===== config.mk =====
export PLATFORM = sky130hd
export DESIGN_NAME = edfs_div
export DESIGN_NICKNAME = d
export VERILOG_FILES = /design/src/hdl/assert_macros.svh /design/src/hdl/edfs_pkg.sv /design/src/hdl/edfs_div.sv
export SDC_FILE = /design/constraint.sdc
export NUM_CORES = 1
export LEC_CHECK = 0
export ABC_AREA = 1
export ABC_CLOCK_PERIOD_IN_PS = 1700
export BUFFER_PORTS_ARGS = -buffer_cell sky130_fd_sc_hd__buf_2
export CAP_MARGIN = 20
export CORE_ASPECT_RATIO = 1.2
export CORE_UTILIZATION = 33
export DETAILED_ROUTE_END_ITERATION = 7
export PLACE_DENSITY_LB_ADDON = 0.2
export SLEW_MARGIN = 20
export SYNTH_ARGS = -nofsm -noshare
export SYNTH_HDL_FRONTEND = slang
export SYNTH_SLANG_ARGS = --single-unit

===== constraint.sdc =====
create_clock -name clk -period 1.7 [get_ports clk]
set_input_delay 0 -clock clk [delete_from_list [all_inputs] [get_ports clk]]
set_output_delay 0 -clock clk [all_outputs]
set_load 0.01 [all_outputs]

===== src/hdl/assert_macros.svh =====
// Assertion macros shared by the scheduler RTL.
`ifndef ASSERT_MACROS_SVH
`define ASSERT_MACROS_SVH

// Property checked on every clock edge outside reset.
`define ASSERT_HOLDS(label, prop, msg) \
  label: assert property (@(posedge clk) disable iff (rst) (prop)) else $error(msg);

// Same check, also active while reset is held.
`define ASSERT_ALWAYS(label, prop, msg) \
  label: assert property (@(posedge clk) (prop)) else $error(msg);

`endif


===== src/hdl/edfs_pkg.sv =====
// Types, codes and the quality rate table of the EDF scheduler.
package edfs_pkg;

  localparam int USER_W = 6;   // up to 64 users
  localparam int SLOT_W = 10;  // up to 1024 slots per queue
  localparam int FILL_W = 11;

  localparam logic [1:0] KIND_ENQ   = 2'd0;
  localparam logic [1:0] KIND_CHAN  = 2'd1;
  localparam logic [1:0] KIND_SCHED = 2'd2;

  localparam logic [1:0] RES_DONE = 2'd0;
  localparam logic [1:0] RES_SUM  = 2'd1;
  localparam logic [1:0] RES_REJ  = 2'd2;

  localparam logic REG_USER_COUNT = 1'b0;
  localparam logic REG_COMP_CAP   = 1'b1;

  localparam logic [2:0] CELL_NOP  = 3'd0;
  localparam logic [2:0] CELL_PUSH = 3'd1;
  localparam logic [2:0] CELL_CHAN = 3'd2;
  localparam logic [2:0] CELL_POP  = 3'd3;
  localparam logic [2:0] CELL_LOAD = 3'd4;

  typedef struct packed {
    logic [2:0]        op;
    logic [USER_W-1:0] user;
    logic [31:0]       dl;
    logic [11:0]       rate;
    logic [3:0]        quality;
  } cell_cmd_t;

  typedef struct packed {
    logic              valid;
    logic [USER_W-1:0] user;
    logic [31:0]       dl;
    logic [SLOT_W-1:0] head;
    logic [FILL_W-1:0] fill;
    logic [11:0]       rate;
    logic [3:0]        quality;
  } cand_t;

  typedef struct packed {
    logic [SLOT_W-1:0] head;
    logic [FILL_W-1:0] fill;
  } cell_stat_t;

  typedef struct packed {
    logic [31:0] arrival;
    logic [31:0] deadline;
    logic [19:0] remaining;
  } pkt_t;

  function automatic logic [11:0] rate_lookup(input logic [3:0] q);
    logic [11:0] r;
    case (q)
      4'd0, 4'd1: r = 12'd48;
      4'd2:  r = 12'd72;
      4'd3:  r = 12'd96;
      4'd4:  r = 12'd120;
      4'd5:  r = 12'd144;
      4'd6:  r = 12'd192;
      4'd7:  r = 12'd240;
      4'd8:  r = 12'd288;
      4'd9:  r = 12'd336;
      4'd10: r = 12'd408;
      4'd11: r = 12'd480;
      4'd12: r = 12'd552;
      4'd13: r = 12'd648;
      4'd14: r = 12'd744;
      default: r = 12'd840;
    endcase
    return r;
  endfunction

endpackage


===== src/hdl/edfs_div.sv =====
// Restoring divider, one quotient bit per cycle.
module edfs_div import edfs_pkg::*; (
  input  logic        clk,
  input  logic        rst,
  input  logic        start,
  input  logic [20:0] num,
  input  logic [11:0] den,
  output logic        done,
  output logic [20:0] quot
);

  logic        run;
  logic [4:0]  cnt;
  logic [11:0] r;
  logic [11:0] d;
  logic [12:0] trial;

  assign trial = {r, quot[20]};

  always_ff @(posedge clk) begin
    if (rst) begin
      run  <= 1'b0;
      done <= 1'b0;
      cnt  <= '0;
    end else begin
      done <= 1'b0;
      if (start) begin
        run <= 1'b1;
        cnt <= 5'd21;
      end else if (run) begin
        cnt <= cnt - 1'b1;
        if (cnt == 5'd1) begin
          run  <= 1'b0;
          done <= 1'b1;
        end
      end
    end
  end

  always_ff @(posedge clk) begin
    if (start) begin
      quot <= num;
      r    <= '0;
      d    <= den;
    end else if (run) begin
      if (trial >= {1'b0, d}) begin
        r    <= 12'(trial - {1'b0, d});
        quot <= {quot[19:0], 1'b1};
      end else begin
        r    <= trial[11:0];
        quot <= {quot[19:0], 1'b0};
      end
    end
  end

endmodule

==> impl_metrics.tcl <==
set metrics [dict create \
    drive_gt1_share_pct 34.0 \
    hold_depth 1 \
    tritoncts "built" \
    slowest_delay_ns 0.45 \
    wirelength_mm 8.18 \
    violations "negative setup slack" \
    swShare_pct 27.0 \
    cp-end-kind "flop" \
    r2r_cells 10 \
    max_cap_violations 0 \
    syn_nets 429 \
    final_cells 635 \
    drcViolationCount 0 \
    p_clk_share_pct 28.6 \
    overflow 0 \
    period_needed_ns 1.73 \
    crit_top_cell "nand3_2" \
    fin_crit_sh_pct 102 \
    mappedNetlistArea_um2 2930 \
    dp_cells 589 \
    cts_htree_levels 2 \
    final-hold-violation-count 0 \
    finalPower_mw 3.04 \
    clkTransAtPathRegs_ns 0.10 \
    worstSetupStartpointType "flop" \
    setup_viol 4 \
    viasPerCell 4.58 \
    yosys_warnings 0 \
    numCtsBuffers 5 \
    seqPwrFrac_pct 49.5 \
    dieArea_um2 9270 \
    report.final.slew_viol_count 0 \
    grt_pass1_wl_mm 13.5 \
    power.share.combinational_pct 22.0 \
    p_sw_mw 0.821 \
    portBuffers 57 \
    clockBufferDepth 2 \
    rsz0062_at_grt "true" \
    p_int_mw 2.22 \
    yosysSeqAreaShare_pct 46.7 \
    cp.buffers_inverters 1 \
    worstHoldPathType "in -> reg" \
    skew_ns 0.0108 \
    path_max_fanout 3 \
    vdd_drop_max_mv 0.411 \
    cts_num_sinks 52 \
    dr.pass1.iters 4 \
    fmax_mhz 578 \
    die_h_um 105 \
    cp.required_ns 1.91 \
    nFillCells 858 \
    grt_start_max_net_pins 30 \
    vias 2910 \
    grt_usage_pct 18.9 \
    slowest_stage "edfxtp_1" \
    cp.depth 10 \
    antenna_left 0 \
    crit_chain "ha_4 -> fa_2 -> inv_2 -> nand3_2 -> nand3_2 -> nand2_2 -> a21boi_1 -> o21ai_1 -> nand3_1 -> nand2_1" \
    final_util_pct 51.7 \
    p_leak_nw 2.19 \
    area_delta_synth_final_pct 51.6 \
    root_buffer "clkbuf_8" \
    antenna_found_initial 0 \
    dp_hpwl_mm 5.50 \
    cellPowerDensity_nw_per_um2 683 \
    slew-limit-headroom_pct 54.3 \
    avgRoutedWirePerCell_um 12.9 \
    num-nets-final 568 \
    postPlaceCellArea_um2 3680 \
    finalWeightedCongestion 0.868 \
    insertion_delay_ns 0.31 \
    initial_utilization_pct 34.1 \
    ys_ff_latch 52 \
    die_w_um 88.1 \
    grt_pass1_vias 2900 \
    synthDistinctLibCells 30 \
    final_cell_area_um2 4450 \
    yosys.area.top_type "edfxtp_1" \
    worst_slack_ns -0.0289 \
    cp_data_arrival_time_ns 1.94 \
    core_um2 8610 \
    cp_top_family "adder cells" \
    row_count 37 \
    worst_hold_slack_ns 0.0852 \
    synth_area_leaders "edfxtp_1, nand2_1, dfxtp_1" \
    worstSetupPathType "reg -> reg" \
    run_status "complete, but fails checks" \
    tightest_slew_ns 0.685 \
    yosys.area.top_type_share_pct 33.8 \
    io-pin-count 58 \
    synth.avg_cell_area_um2 7.76 \
    synth_cells 378 \
    diodes 0 \
    drt_iter0_drc 113 \
]
registers in the layout (all words and copies together), names as in the netlist:
signal and cells:
quot 21, r 12, d 12, cnt 5, done 1, run 1
worst paths after layout:
check	from	end	slack, ns
setup / recovery	d[0]$_DFFE_PP_	r[6]$_SDFFE_PP0P_	-0.03
hold / removal	start	d[2]$_DFFE_PP_	0.09
setup reg to reg	d[0]$_DFFE_PP_	r[6]$_SDFFE_PP0P_	-0.03
hold reg to reg	cnt[4]$_SDFFE_PP0P_	cnt[4]$_SDFFE_PP0P_	0.48
layout by cell type, fill, tap and decap left out, types with 2 or more instances in the layout:
cell type	Yosys	final
inv_1	56	46
buf_2	4	57
ha_1	14	2
buf_4	0	48
nand2_4	0	3
inv_2	3	13
nor3_2	0	2
edfxtp_1	33	33
nor2_1	18	17
xnor2_1	4	4
nand3_4	0	2
nor2_4	1	3
o21ai_0	4	3
clkbuf_8	0	5
nand3_1	25	21
buf_6	1	2
a21oi_1	6	5
nand4_1	14	14
nand3_2	5	7
dlygate4sd3_1	0	34
ha_4	0	12
dfxtp_1	19	19
nand2_2	3	14
nor3_1	4	2
nand2_1	146	132
o21ai_1	1	2
area by class of cell:
class | count | area (um^2) | share of cell area [%]
well taps | 117 | 146 | 3.29
flip-flops and latches | 52 | 1370 | 30.8
inverters | 59 | 221 | 4.98
clock buffers | 6 | 72.6 | 1.63
multi-input cells | 256 | 1560 | 35.0
repair buffers | 143 | 1040 | 23.5
clock inverters | 2 | 35.0 | 0.787
per-stage QoR:
| step | TNS [ns] | setup WS (ns) |
|---|---|---|
| 3_5_place_dp | -0.752 | -0.120 |
| 2_1_floorplan | 0 | 0.00234 |
| 4_1_cts | -0.0240 | -0.0219 |
| 3_3_place_gp | -0.506 | -0.0767 |
| 6_report | -0.0783 | -0.0289 |
| 5_1_grt | -1.19 | -0.134 |
per-layer routing:
| layer | up-vias | global-route usage, % | share of wire, % |
|---|---|---|---|
| met5 | - | 0 | 0 |
| met1 | 1334 | 23.0 | 42 |
| met3 | 13 | 3.99 | 4.7 |
| li1 | 1480 | - | - |
| met4 | 0 | 6.57 | 2.4 |
| met2 | 83 | 32.7 | 51 |
synth_stat cells, drive strengths merged:
| cell type | count |
|---|---|
| nand4 | 14 |
| ha | 14 |
| o21ai | 5 |
| nor2 | 21 |
| buf | 5 |
| dfxtp | 19 |
| nand3b | 1 |
| edfxtp | 33 |
| and3 | 1 |
| inv | 59 |
| xor2 | 1 |
| nand2 | 149 |
| nand3 | 30 |
| a211oi | 1 |
| a21oi | 7 |
| clkbuf | 6 |
| fa | 1 |
| a21boi | 1 |
| nor3 | 4 |
| xnor2 | 4 |
| o31ai | 1 |
| o211ai | 1 |
worst reg2reg max path: cells and delay by family, from the launching register on:
kind,cells,cell delay (ns)
compound gates,2,0.21
fa+ha+maj,2,0.56
buf+inv,1,0.07
flops,1,0.45
simple gates,5,0.34
logic make-up (layout without fill, tap and decap cells):
group | after synthesis | count (layout) | share of synthesized area (%)
fa+ha+maj | 15 | 15 | 6.65
simple gates | 220 | 220 | 32.5
buf+inv | 70 | 210 | 9.38
compound gates | 16 | 16 | 3.20
flops | 52 | 52 | 46.7
xor+xnor | 5 | 5 | 1.49
power by group through the flow:
stage          clock network, mW  registers (mW)  logic, mW
4_1_cts                    0.908            1.50      0.620
3_3_place_gp                   0            1.53      0.520
5_1_grt                    0.947            1.52      0.738
3_5_place_dp                   0            1.52      0.521
2_1_floorplan                  0            1.55      0.249
6_report                   0.868            1.50      0.667
what timing repair did:
action | 4_1_cts | 5_1_grt
gates resized for setup | 23 | 38
endpoints found under the setup margin | 13 | 13
hold buffers | 34 | 0
pin swaps | 5 | 21
endpoints found under the hold margin | 36 | 0
setup buffers | 2 | 2
Note: power is estimated with default switching activity, not from simulation.
