$ cat src/hdl/assert_macros.svh
// Assertion macros shared by the scheduler RTL.
`ifndef ASSERT_MACROS_SVH
`define ASSERT_MACROS_SVH

// Property checked on every clock edge outside reset.
`define ASSERT_HOLDS(label, prop, msg) \
  label: assert property (@(posedge clk) disable iff (rst) (prop)) else $error(msg);

// Same check, also active while reset is held.
`define ASSERT_ALWAYS(label, prop, msg) \
  label: assert property (@(posedge clk) (prop)) else $error(msg);

`endif

$ cat src/hdl/edfs_pkg.sv
// Types, codes and the quality rate table of the EDF scheduler.
package edfs_pkg;

  localparam int USER_W = 6;   // up to 64 users
  localparam int SLOT_W = 10;  // up to 1024 slots per queue
  localparam int FILL_W = 11;

  localparam logic [1:0] KIND_ENQ   = 2'd0;
  localparam logic [1:0] KIND_CHAN  = 2'd1;
  localparam logic [1:0] KIND_SCHED = 2'd2;

  localparam logic [1:0] RES_DONE = 2'd0;
  localparam logic [1:0] RES_SUM  = 2'd1;
  localparam logic [1:0] RES_REJ  = 2'd2;

  localparam logic REG_USER_COUNT = 1'b0;
  localparam logic REG_COMP_CAP   = 1'b1;

  localparam logic [2:0] CELL_NOP  = 3'd0;
  localparam logic [2:0] CELL_PUSH = 3'd1;
  localparam logic [2:0] CELL_CHAN = 3'd2;
  localparam logic [2:0] CELL_POP  = 3'd3;
  localparam logic [2:0] CELL_LOAD = 3'd4;

  typedef struct packed {
    logic [2:0]        op;
    logic [USER_W-1:0] user;
    logic [31:0]       dl;
    logic [11:0]       rate;
    logic [3:0]        quality;
  } cell_cmd_t;

  typedef struct packed {
    logic              valid;
    logic [USER_W-1:0] user;
    logic [31:0]       dl;
    logic [SLOT_W-1:0] head;
    logic [FILL_W-1:0] fill;
    logic [11:0]       rate;
    logic [3:0]        quality;
  } cand_t;

  typedef struct packed {
    logic [SLOT_W-1:0] head;
    logic [FILL_W-1:0] fill;
  } cell_stat_t;

  typedef struct packed {
    logic [31:0] arrival;
    logic [31:0] deadline;
    logic [19:0] remaining;
  } pkt_t;

  function automatic logic [11:0] rate_lookup(input logic [3:0] q);
    logic [11:0] r;
    case (q)
      4'd0, 4'd1: r = 12'd48;
      4'd2:  r = 12'd72;
      4'd3:  r = 12'd96;
      4'd4:  r = 12'd120;
      4'd5:  r = 12'd144;
      4'd6:  r = 12'd192;
      4'd7:  r = 12'd240;
      4'd8:  r = 12'd288;
      4'd9:  r = 12'd336;
      4'd10: r = 12'd408;
      4'd11: r = 12'd480;
      4'd12: r = 12'd552;
      4'd13: r = 12'd648;
      4'd14: r = 12'd744;
      default: r = 12'd840;
    endcase
    return r;
  endfunction

endpackage

$ cat src/hdl/edfs_cell.sv
// One user cell: queue head/fill, channel values, cached head deadline, pick stage.
`include "assert_macros.svh"
module edfs_cell import edfs_pkg::*; #(
  parameter int QUEUE_DEPTH = 64
) (
  input  logic              clk,
  input  logic              rst,
  input  logic [USER_W-1:0] idx,
  input  logic              en,
  input  cell_cmd_t         cmd,
  input  cand_t             cand_in,
  output cand_t             cand_out,
  output cell_stat_t        stat
);

  logic [SLOT_W-1:0] head;
  logic [FILL_W-1:0] fill;
  logic [11:0]       rate;
  logic [3:0]        quality;
  logic [31:0]       hd_dl;
  logic              hit;
  logic [11:0]       eff_rate;
  logic              take;

  assign hit      = (cmd.user == idx);
  assign eff_rate = (rate != 12'd0) ? rate : rate_lookup(quality);
  // strict compare: an earlier (lower) user keeps a tie
  assign take     = en && (fill != '0) && (!cand_in.valid || (hd_dl < cand_in.dl));

  always_ff @(posedge clk) begin
    if (rst) begin
      head    <= '0;
      fill    <= '0;
      rate    <= '0;
      quality <= '0;
    end else if (hit) begin
      unique case (cmd.op)
        CELL_PUSH: fill <= fill + 1'b1;
        CELL_CHAN: begin
          rate    <= cmd.rate;
          quality <= cmd.quality;
        end
        CELL_POP: begin
          head <= (head == SLOT_W'(QUEUE_DEPTH - 1)) ? '0 : head + 1'b1;
          fill <= fill - 1'b1;
        end
        default: ;
      endcase
    end
  end

  always_ff @(posedge clk) begin
    if (hit && (((cmd.op == CELL_PUSH) && (fill == '0)) || (cmd.op == CELL_LOAD))) begin
      hd_dl <= cmd.dl;
    end
  end

  always_ff @(posedge clk) begin
    if (rst) begin
      cand_out <= '0;
    end else if (take) begin
      cand_out <= '{valid: 1'b1, user: idx, dl: hd_dl, head: head, fill: fill,
                    rate: eff_rate, quality: quality};
    end else begin
      cand_out <= cand_in;
    end
  end

  assign stat = '{head: head, fill: fill};

  `ASSERT_HOLDS(a_fill_bound, fill <= FILL_W'(QUEUE_DEPTH), "queue fill beyond depth")
  `ASSERT_HOLDS(a_pop_nonempty, (hit && cmd.op == CELL_POP) |-> (fill != '0), "pop of empty queue")
  `ASSERT_HOLDS(a_push_room, (hit && cmd.op == CELL_PUSH) |-> (fill < FILL_W'(QUEUE_DEPTH)), "push into full queue")

endmodule

$ cat config.mk
export PLATFORM = sky130hd
export DESIGN_NAME = edfs_cell
export DESIGN_NICKNAME = d
export VERILOG_FILES = /design/src/hdl/edfs_pkg.sv /design/src/hdl/edfs_cell.sv
export VERILOG_INCLUDE_DIRS = /design/src /design/src/hdl
export SDC_FILE = /design/constraint.sdc
export NUM_CORES = 1
export LEC_CHECK = 0
export ABC_AREA = 1
export BUFFER_PORTS_ARGS = -buffer_cell sky130_fd_sc_hd__buf_4
export CAP_MARGIN = 20
export CORE_MARGIN = 2
export CORE_UTILIZATION = 47
export DETAILED_ROUTE_END_ITERATION = 12
export PLACE_DENSITY_LB_ADDON = 0.05
export SLEW_MARGIN = 20
export SYNTH_ARGS = -nofsm -noshare
export SYNTH_HDL_FRONTEND = slang
export SYNTH_SLANG_ARGS = --single-unit
export TNS_END_PERCENT = 20
$ cat constraint.sdc
create_clock -name clk -period 3.4 [get_ports clk]
set_clock_uncertainty 0.2 [all_clocks]
set_input_delay 0.68 -clock clk [delete_from_list [all_inputs] [get_ports clk]]
set_output_delay 0.68 -clock clk [all_outputs]
set_load 0.02 [all_outputs]
==> results of run 1 <==
[final cells by class]
cell class                      instances  area share [%]
Clock buffer                           24            5.28
Clock inverter                          8           0.542
Inverter                              104            3.88
Multi-Input combinational cell        647            35.4
Sequential cell                       152            33.1
Tap cell                              216            2.66
Timing Repair Buffer                  250            19.1
[sequential cells by signal (all words and copies together) (netlist names), named ones only]
register  flops
cand_out     76
hd_dl        32
rate         12
fill         11
head         10
quality       4
[cells by family (layout without fill, tap and decap cells)]
family	count (synthesis)	after routing	share of synthesized area, %
and+or+nand+nor	417	417	25.7
AOI/OAI and AO/OA	165	165	11.5
DFF	152	152	44.5
buffers and inverters	152	386	8.37
adders and majority gates	47	47	7.87
xor gates and xnor gates	18	18	2.08
[synth_stat cells (all sizes together)]
| master | number |
|---|---|
| a21o | 3 |
| a21oi | 122 |
| a31o | 3 |
| and2 | 1 |
| and3 | 1 |
| buf | 35 |
| clkbuf | 13 |
| dfxtp | 120 |
| edfxtp | 32 |
| fa | 1 |
| ha | 46 |
| inv | 104 |
| nand2 | 170 |
| nand3 | 58 |
| nand3b | 44 |
| nand4 | 14 |
| nor2 | 114 |
| nor3 | 10 |
| nor3b | 1 |
| nor4 | 2 |
| o2111ai | 2 |
| o21a | 2 |
| o21ai | 32 |
| o31ai | 1 |
| or2 | 2 |
| xnor2 | 5 |
| xor2 | 13 |
[worst paths after layout]
path,from,to,cells after the start
min reg2reg,head[8],head[8],2
max,cmd[54],fill[7],13
min,cmd[37],hd_dl[21],1
max reg2reg,hd_dl[5],cand_out[71],14
[metrics by stage]
stage               area, um2  power, mW
detailed placement       9560       2.54
global placement         9560       2.53
CTS                     10200       4.39
floorplan                7570       2.26
finish                  10200       4.35
global route            10200       4.52
[power groups by stage]
stage	clock network [mW]	registers [mW]	logic, mW
finish	1.85	1.92	0.576
global route	1.97	1.93	0.634
CTS	1.89	1.92	0.581
detailed placement	0	1.96	0.578
global placement	0	1.96	0.572
floorplan	0	2.04	0.220
[worst max-delay path, cell delays in order]
cell     delay (ns)
buf_4          0.09
inv_1          0.07
nor2_1         0.13
nand2_1        0.18
inv_1          0.32
ha_1           0.36
a21oi_1        0.23
o21ai_0        0.14
a21o_1         0.20
nand3_1        0.07
nand2_1        0.06
xnor2_1        0.13
a21oi_1        0.07
[per-layer routing]
layer	routed length [um]	track usage, %	vias to the layer above
met3	1230	5.37	29
met4	422	8.76	0
li1	-	-	3581
met2	9650	37.9	180
met5	0	0	-
met1	8410	27.5	3215
[cells in the final DEF (no fill, tap or decap), drive strengths merged, types with 3 or more instances in the layout]
master and n:
nor3 10, buf 250, inv 106, nand3b 44
a21o 3, dfxtp 120, nand4 14, nand3 58
nor2 114, o21ai 32, nand2 170, ha 46
clkbuf 24, a21oi 122, clkinv 6, xor2 13
a31o 3, edfxtp 32, xnor2 5
==> summary.md, run 1 <==
| Metric | Value |
|---|---|
| Crit end category | `register` |
| Drt pass-1 iters | `4` |
| Clock Latency Late Sink | `~0.42 ns` |
| Sink Count | `152` |
| Core ar. | `around 16000 um2` |
| Register area share after synthesis | `between 40% and 50%` |
| Combinational share of power | `between 10% and 20%` |
| Hold Path Class | `input pin to register` |
| DR vias | `between 7000 and 8000` |
| H-tree levels | `4` |
| Post-synthesis register bit count | `approximately 150` |
| RSZ-0062 raised after global routing | `false` |
| Largest net degree at the start of global routing | `between 60 and 70` |
| Post-Layout Cell Count | `between 1000 and 1500` |
| Final-layout fill cell count | `1449` |
| Global-route wire length before repair | `between 30 and 40 mm` |
| Gate Count Post-Synth | `approximately 950` |
| Min Hold Slack | `roughly 0.23 ns` |
| CTS tree | `yes` |
| Cell taking the most area after synthesis | `dfxtp_1` |
| Sw Pwr | `between 1 and 1.5 mW` |
| Synth unique cells | `43` |
| Clk Tree Root Cell | `clkbuf_16` |
| Flop pwr share | `around 44%` |
| Clock power frac | `a little over two fifths` |
| Setup ws final | `between 0.7 and 0.8 ns` |
| Slew Limit Fails | `0` |
| Initial antenna violation count | `0` |
| Cell Area, Synth | `7560 um2` |
| Worst rel slew slack | `~57%` |
| # Post-CTS Setup Buffers | `0` |
| Antenna cells | `0` |
| Synth area leaders | `dfxtp_1 (32%), edfxtp_1 (13%), nand2_1 (8.3%)` |
| Starting DRT DRC Count | `257` |
| Final setup viols | `0` |
| Synth warn | `0` |
| Wire length per cell | `between 10 and 15 um` |
| Post-layout util | `~64%` |
| Critical path type | `input pin to register` |
| Switching share of power | `between 20% and 30%` |
| Starting Density | `47.8%` |
| Routability cong. | `around 0.86` |
| Antenna-violating nets left | `0` |
| Startpoint types | `input pin` |
| All-Layer GR Usage | `22.4%` |
| Multi-input gate area | `between 3000 and 4000 um2` |
| Fin. Hold Viols | `0` |
| DP Cell Count | `1369` |
| Top cell type's share of synthesized area | `31.8%` |
| Max Clock Freq | `382 MHz` |
| Post-cts sizing count | `0` |
| DRC | `0` |
| Final period utilization | `between 70 and 80%` |
| Synth Area per Inst | `between 7 and 8 um2` |
| Pint | `between 3 and 4 mW` |
| Avg Vias per Cell | `around 5` |
| Max_cap viols | `0` |
| Vias in the first global route | `roughly 6300` |
| Power per cell area | `between 400 and 500 nW/um2` |
| WL final | `between 15 and 20 mm` |
| Status | `completed` |
| Layout cells sized above 1 | `25.7%` |
| Die area | `approximately 17000 um2` |
| Clock-pin slew on the worst setup and hold paths | `around 0.060 ns` |
| IO Pins | `about 240` |
| CTS Buf Count | `17` |
| Setup TNS | `0 ns` |
| Worst EP arrival | `about 2.7 ns` |
| Leakage power | `~4.9 nW` |
| Overflow after GRT | `0` |
| Crit-path max FO | `9` |
| Minimum clock period | `2.62 ns` |
| CP required | `approximately 3.5 ns` |
| FP Rows | `between 40 and 50` |
| Syn nets | `between 1000 and 1500` |
| Reg-to-reg setup timing slack | `approximately 0.9 ns` |
| Worst VDD drop | `0.318 mV` |
| Nets | `approximately 1400` |
| Clock Tree Buf Depth | `2` |
| Sequential Area | `3360 um2` |
| Place WS | `between 0.3 and 0.4 ns` |
| Die height | `about 130 um` |
| Area Growth Syn to Fin | `34.2%` |
| # port buffers | `roughly 240` |
| Die width | `around 130 um` |
| Final HPWL DP | `14.2 mm` |
| Hold buffer count at cts | `0` |
| Measured slew at the worst slew-check pin | `about 0.64 ns` |
Note: power is estimated with default switching activity, not from simulation.
==> inputs of run 2 (changes only) <==
clock period = 2.33 ns   (was 3.4 ns; I/O delays follow)
==> run 2 against run 1 <==
Against the previous run:
- wire length up 6.0%
- via count up 2.2%
- global-route usage up 0.19 points
- sequential power up 46%
- count of clock-buffer cells in the layout down 3
==> summary.md, run 2 (synthesized netlist as in run 1, its figures left out) <==
| Metric | Value |
|---|---|
| Starting Density | `47.8% (unchanged)` |
| Crit-path cells | `ha_4, a21oi_2, nor2_1, nor3_1, nand2_1, nand2_1, nand2_1, nand2_1, nand2_2, nand2_4, buf_8, clkbuf_16, nand3b_1, nand2_1, nor2_1` |
| Critical path buffers and inverters | `2 (-1)` |
| Max FFs per register | `76 (unchanged)` |
| Final-layout fill cell count | `1331 (-8.1%)` |
| Core ar. | `15800 um2 (unchanged)` |
| Layout cells sized above 1 | `29.9% (+4.1 points)` |
| CTS tree | `yes` |
| Post-route cell area | `10800 um2 (+6.6%)` |
| Worst rel slew slack | `61.5% (+4.7 points)` |
| DRC | `0 (unchanged)` |
| Startpoint types | `register` |
| Critical path type | `register to register` |
| Minimum clock period | `between 2 and 2.5 ns` |
| Die width | `131 um (unchanged)` |
| Max_cap viols | `0 (unchanged)` |
| CTS Buf Count | `17 (unchanged)` |
| WL final | `20.9 mm (+6.0%)` |
| Measured slew at the worst slew-check pin | `0.572 ns (-0.0706 ns)` |
| Final HPWL DP | `14.4 mm (+1.7%)` |
| Most flop-heavy register | `cand_out` |
| Clock Tree Buf Depth | `2 (unchanged)` |
| Setup ws final | `0.0127 ns (-0.772 ns)` |
| FP Rows | `46 (unchanged)` |
| Sequential Area | `3360 um2 (unchanged)` |
| Most frequent cells in the layout | `buf_4 (285), nand2_1 (164), dfxtp_1 (120)` |
| Status | `completed` |
| Avg Vias per Cell | `4.92 (-1.6%)` |
| Most common cell after layout, fill and taps aside | `buf_4` |
| DP Cell Count | `1409 (+2.9%)` |
| Post-Layout Cell Count | `1455 (+3.9%)` |
| Multi-input gate area | `3660 um2 (+1.8%)` |
| Starting DRT DRC Count | `446 (+74%)` |
| Placed cell areas | `9870 um2 (+3.3%)` |
| Crit-path max FO | `7 (-2)` |
| Clk Tree Root Cell | `clkbuf_16` |
| DR vias | `7158 (+2.2%)` |
| Fin. Hold Viols | `0 (unchanged)` |
| Largest net degree at the start of global routing | `86 (+39%)` |
| Met2 wire length | `10.6 mm (+9.4%)` |
| Initial antenna violation count | `0 (unchanged)` |
| Slew Limit Fails | `0 (unchanged)` |
| Uppermost routed layer | `met4` |
| CP required | `2.44 ns (-1.05 ns)` |
| Power per cell area | `613 nW/um2 (+43%)` |
| H-tree levels | `4 (unchanged)` |
| Final setup viols | `0 (unchanged)` |
| RSZ-0062 raised after global routing | `true` |
| Crit path top cell by count | `nand2_1` |
| Detail Route met3 WL | `1.28 mm (+4.0%)` |
| Hold buffer count at cts | `0 (unchanged)` |
| Antenna-violating nets left | `0 (unchanged)` |
| Antenna cells | `0 (unchanged)` |
| Final period utilization | `between 90% and 100%` |
| Clock-pin slew on the worst setup and hold paths | `0.06 ns (about the same)` |
| Wire length per cell | `14.4 um (+2.0%)` |
| Hold Path Class | `input pin to register` |
| Critical Path Max Stage Delay | `0.43 ns (+0.07 ns)` |
| Routability cong. | `0.876 (+1.7%)` |
| Vias in the first global route | `6332 (+0.52%)` |
| IO Pins | `239 (unchanged)` |
| Worst VDD drop | `0.479 mV (+51%)` |
| Clock Latency Late Sink | `0.42 ns (about the same)` |
| Area Growth Syn to Fin | `43.1%` |
| All-Layer GR Usage | `22.5% (+0.19 points)` |
| CP top delay family | `simple AND/OR/NAND/NOR gates` |
| Leakage power | `5.26 nW (+7.2%)` |
| Crit end category | `register` |
| Die height | `131 um (unchanged)` |
| Biggest regs | `cand_out (76), hd_dl (32), rate (12)` |
| Die area | `17100 um2 (unchanged)` |
| Place WS | `-0.231 ns (-0.617 ns)` |
| Nets | `1415 (+4.0%)` |
| Sink Count | `152 (unchanged)` |
| Drt pass-1 iters | `5 (+1)` |
| Max Clock Freq | `around 430 MHz` |
| # port buffers | `238 (unchanged)` |
| Overflow after GRT | `0 (unchanged)` |
| Worst EP arrival | `2.43 ns (-0.28 ns)` |
| Crit path max-delay cell type | `edfxtp_1` |
| Global-route wire length before repair | `30.3 mm (+0.83%)` |
| Post-Route M1 WL | `8.69 mm (+3.4%)` |
run 2: cell count changes in the layout (fill, tap and decap cells not counted), sizes merged:
| cell | before | now |
|---|---|---|
| clkinv | 6 | 2 |
| buf | 250 | 298 |
| inv | 106 | 111 |
| bufinv | 0 | 2 |
| clkbuf | 24 | 27 |
run 2: worst paths after layout:
kind                 start            to  slack [ns]  cells past startpoint
setup / recovery  hd_dl[5]  cand_out[55]        0.01                     15
hold / removal     cmd[21]      hd_dl[5]        0.02                      1
setup reg to reg  hd_dl[5]  cand_out[55]        0.01                     15
hold reg to reg    head[8]       head[8]        0.27                      2
run 2: what timing repair did:
item,in CTS,in global routing
setup endpoints to repair,39,75
buffers inserted,0,6
endpoints found under the hold margin,0,0
gates cloned,0,8
resized for setup,2,19
pin swaps,0,5
run 2: cell type report:
| type | instances | share of cell area, % |
|---|---|---|
| clock buffer | 21 | 4.56 |
| clock inverter | 11 | 1.17 |
| inverter | 104 | 3.64 |
| multi-input combinational | 647 | 33.8 |
| sequential | 152 | 31.1 |
| tap | 216 | 2.50 |
| timing repair buffer | 304 | 23.3 |
run 2: layer usage:
metal | GRT usage (%) | up-vias
li1 | - | 3678
met1 | 28.8 | 3271
met2 | 37.7 | 185
met3 | 5.37 | 24
met4 | 7.57 | 0
met5 | 0 | -
run 2: stage by stage:
stage / hold WS, ns / TNS (ns) / util, % / power (mW)
after global placement: 0.263 / -12.11 / 62.4 / 3.73
final: 0.0197 / 0 / 68.4 / 6.63
after global routing: 0.00342 / -9.94 / 68.4 / 6.88
after detailed placement: 0.266 / -13.47 / 62.4 / 3.74
after floorplan: 0.249 / -0.181 / - / 3.29
after CTS: 0.00267 / 0 / 66.4 / 6.62
run 2: report_power, final:
| part | total [mW] | switching [mW] | internal, mW |
|---|---|---|---|
| Sequential | 2.80 | 0.0271 | 2.78 |
| Clock | 2.88 | 1.13 | 1.75 |
| Combinational | 0.946 | 0.476 | 0.471 |
| Total | 6.63 | 1.63 | 5.00 |
==> inputs of run 3 (changes only) <==
CORE_UTILIZATION = 52   (was 47)
PLACE_DENSITY = 0.89   (was default)
PLACE_DENSITY_LB_ADDON = default   (was 0.05)
clock period = 2.35 ns   (was 2.33 ns; I/O delays follow)
==> run 3 against run 2 <==
Against the previous run:
- the flow now finishes with violations (setup timing)
- die area decreased by 9.3%
- via count increased by 7.3%
- core utilization grew 8.1 points
- first-iteration DRC count grew 15%
- non-clock buffer count is 2 lower
- combinational power rose by 7%
- count of clock-buffer cells in the layout shrank 2
- clock power shrank 7.3%
- register-to-register slack worse by 0.04 ns
- flip-flop and latch count is the same
- worst setup slack got worse by 0.035 ns
- critical path depth shrank 4
- largest cell class unchanged
==> summary.md, run 3 (synthesized netlist as in run 1, its figures left out) <==
| Metric | Value |
|---|---|
| Layout cells sized above 1 | `32.2% (+2.3 points)` |
| Startpoint types | `register` |
| Global-route wire length before repair | `33.7 mm (+11%)` |
| Post-route cell area | `11000 um2 (+1.5%)` |
| Minimum clock period | `2.37 ns (+0.0551 ns)` |
| DR vias | `7684 (+7.3%)` |
| # port buffers | `238 (unchanged)` |
| Sw Pwr | `1.64 mW (+0.31%)` |
| Core ar. | `14400 um2 (-9.2%)` |
| Slew Limit Fails | `0 (unchanged)` |
| Biggest regs | `cand_out (76), hd_dl (32), rate (12)` |
| Routability cong. | `0.902 (+3.0%)` |
| Power per cell area | `588 nW/um2 (-4.0%)` |
| Most flop-heavy register | `cand_out` |
| Avg Vias per Cell | `5.40 (+9.7%)` |
| RSZ-0062 raised after global routing | `true` |
| Failing checks | `setup timing` |
| CP required | `2.49 ns (+0.05 ns)` |
| Clock-pin slew on the worst setup and hold paths | `0.06 ns (about the same)` |
| Die height | `125 um (-4.8%)` |
| Switching share of power | `25.4% (+0.72 points)` |
| Die width | `125 um (-4.8%)` |
| Sink Count | `152 (unchanged)` |
| Max FFs per register | `76 (unchanged)` |
| Clock Latency Late Sink | `0.42 ns (about the same)` |
| Wire length per cell | `16.4 um (+14%)` |
| Pint | `4.82 mW (-3.5%)` |
| Fin. Hold Viols | `0 (unchanged)` |
| Most frequent cells in the layout | `buf_4 (282), nand2_1 (161), dfxtp_1 (120)` |
| Die area | `15500 um2 (-9.3%)` |
| Reg-to-reg setup timing slack | `-0.02 ns (-0.04 ns)` |
| Combinational share of power | `15.6% (+1.3 points)` |
| Critical path type | `register to register` |
| Most common cell after layout, fill and taps aside | `buf_4` |
| Tot Pwr | `6.46 mW (-2.5%)` |
| CTS Buf Count | `17 (unchanged)` |
| CTS tree | `yes` |
| Worst VDD drop | `0.471 mV (-1.7%)` |
| Antenna-violating nets left | `0 (unchanged)` |
| Leakage power | `5.30 nW (+0.74%)` |
| Final period utilization | `101% (+1.5 points)` |
| Worst rel slew slack | `57.0% (-4.5 points)` |
| H-tree levels | `4 (unchanged)` |
| Placed cell areas | `9900 um2 (+0.25%)` |
| Area Growth Syn to Fin | `45.2%` |
| Antenna cells | `0 (unchanged)` |
| Worst EP arrival | `2.51 ns (+0.08 ns)` |
| Overflow after GRT | `0 (unchanged)` |
| Initial antenna violation count | `0 (unchanged)` |
| Status | `finished with violations` |
| Max Clock Freq | `422 MHz (-2.3%)` |
| WL final | `23.4 mm (+12%)` |
| Nets | `1416 (+0.071%)` |
| Largest net degree at the start of global routing | `80 (-7.0%)` |
| Clock power frac | `41.3% (-2.2 points)` |
| Starting DRT DRC Count | `515 (+15%)` |
| Starting Density | `52.6% (+4.9 points)` |
| Crit end category | `register` |
| Setup ws final | `-0.0224 ns (-0.0351 ns)` |
| Final setup viols | `2 (+2)` |
| Hold buffer count at cts | `0 (unchanged)` |
| IO Pins | `239 (unchanged)` |
| Flop pwr share | `43.0% (+0.7 points)` |
| Final HPWL DP | `15.2 mm (+5.8%)` |
| Max_cap viols | `0 (unchanged)` |
| Clock Tree Buf Depth | `2 (unchanged)` |
| Setup TNS | `-0.0303 ns (-0.0303 ns)` |
| Crit-path max FO | `12 (+5)` |
| Measured slew at the worst slew-check pin | `0.639 ns (+0.0666 ns)` |
| Clk Tree Root Cell | `clkbuf_16` |
| All-Layer GR Usage | `26.7% (+4.1 points)` |
| FP Rows | `44 (-4.3%)` |
| Hold Path Class | `input pin to register` |
| Drt pass-1 iters | `5 (unchanged)` |
| DRC | `0 (unchanged)` |
| Vias in the first global route | `7182 (+13%)` |
==> run 3: worst max-delay path: stages, from the launching register on <==
cell and delay [ns]:
edfxtp_1 0.39, ha_1 0.30, a21oi_1 0.19, o21ai_0 0.12, nand2_1 0.08, nand2_1 0.09
a21oi_4 0.18, nand2_8 0.13, nand2_4 0.17, clkbuf_16 0.19, a21oi_1 0.06, nor2_1 0.18
==> run 3: worst paths after layout <==
path                  start           end  cells past startpoint
setup / recovery  hd_dl[27]  cand_out[50]                     11
hold / removal      cmd[34]     hd_dl[18]                      1
setup reg to reg  hd_dl[27]  cand_out[50]                     11
hold reg to reg     rate[3]       rate[3]                      2
==> run 3: stage by stage <==
| stage | hold WS [ns] | utilization, % | std cells | setup WS [ns] |
|---|---|---|---|---|
| floorplan | 0.249 | - | 951 | -0.0631 |
| global placement | 0.264 | 68.9 | 1379 | -0.200 |
| detailed placement | 0.274 | 68.9 | 1379 | -0.234 |
| CTS | 0.00933 | 73.2 | 1413 | 0.0295 |
| global route | 0.00309 | 76.4 | 1424 | -0.0953 |
| finish | 0.0188 | 76.4 | 1424 | -0.0224 |
==> run 3: repair_timing <==
item	CTS	global route
resized for setup	7	43
pin swaps	2	10
setup buffers	0	1
endpoints found under the setup margin	13	77
cloned	2	10
==> run 3: power groups by stage <==
stage	combinational [mW]	clock, mW	sequential, mW
6_report	1.01	2.67	2.78
5_1_grt	1.08	2.82	2.79
4_1_cts	0.912	2.69	2.78
3_5_place_dp	0.890	0	2.84
3_3_place_gp	0.871	0	2.84
2_1_floorplan	0.318	0	2.94
==> run 3: per-layer routing <==
layer,GRT usage (%),wire [um],vias up
li1,-,-,3687
met1,31.6,8910,3585
met2,47.0,12100,351
met3,6.06,1760,61
met4,10.2,612,0
met5,0,0,-
==> run 3: final cells by class <==
cell class              instances  area, um2
multi-input cells             650       3870
fillers                       960       3390
flip-flops and latches        152       3360
repair buffers                302       2560
clock buffers                  19        443
inverters                     104        394
well taps                     184        230
clock inverters                13        124
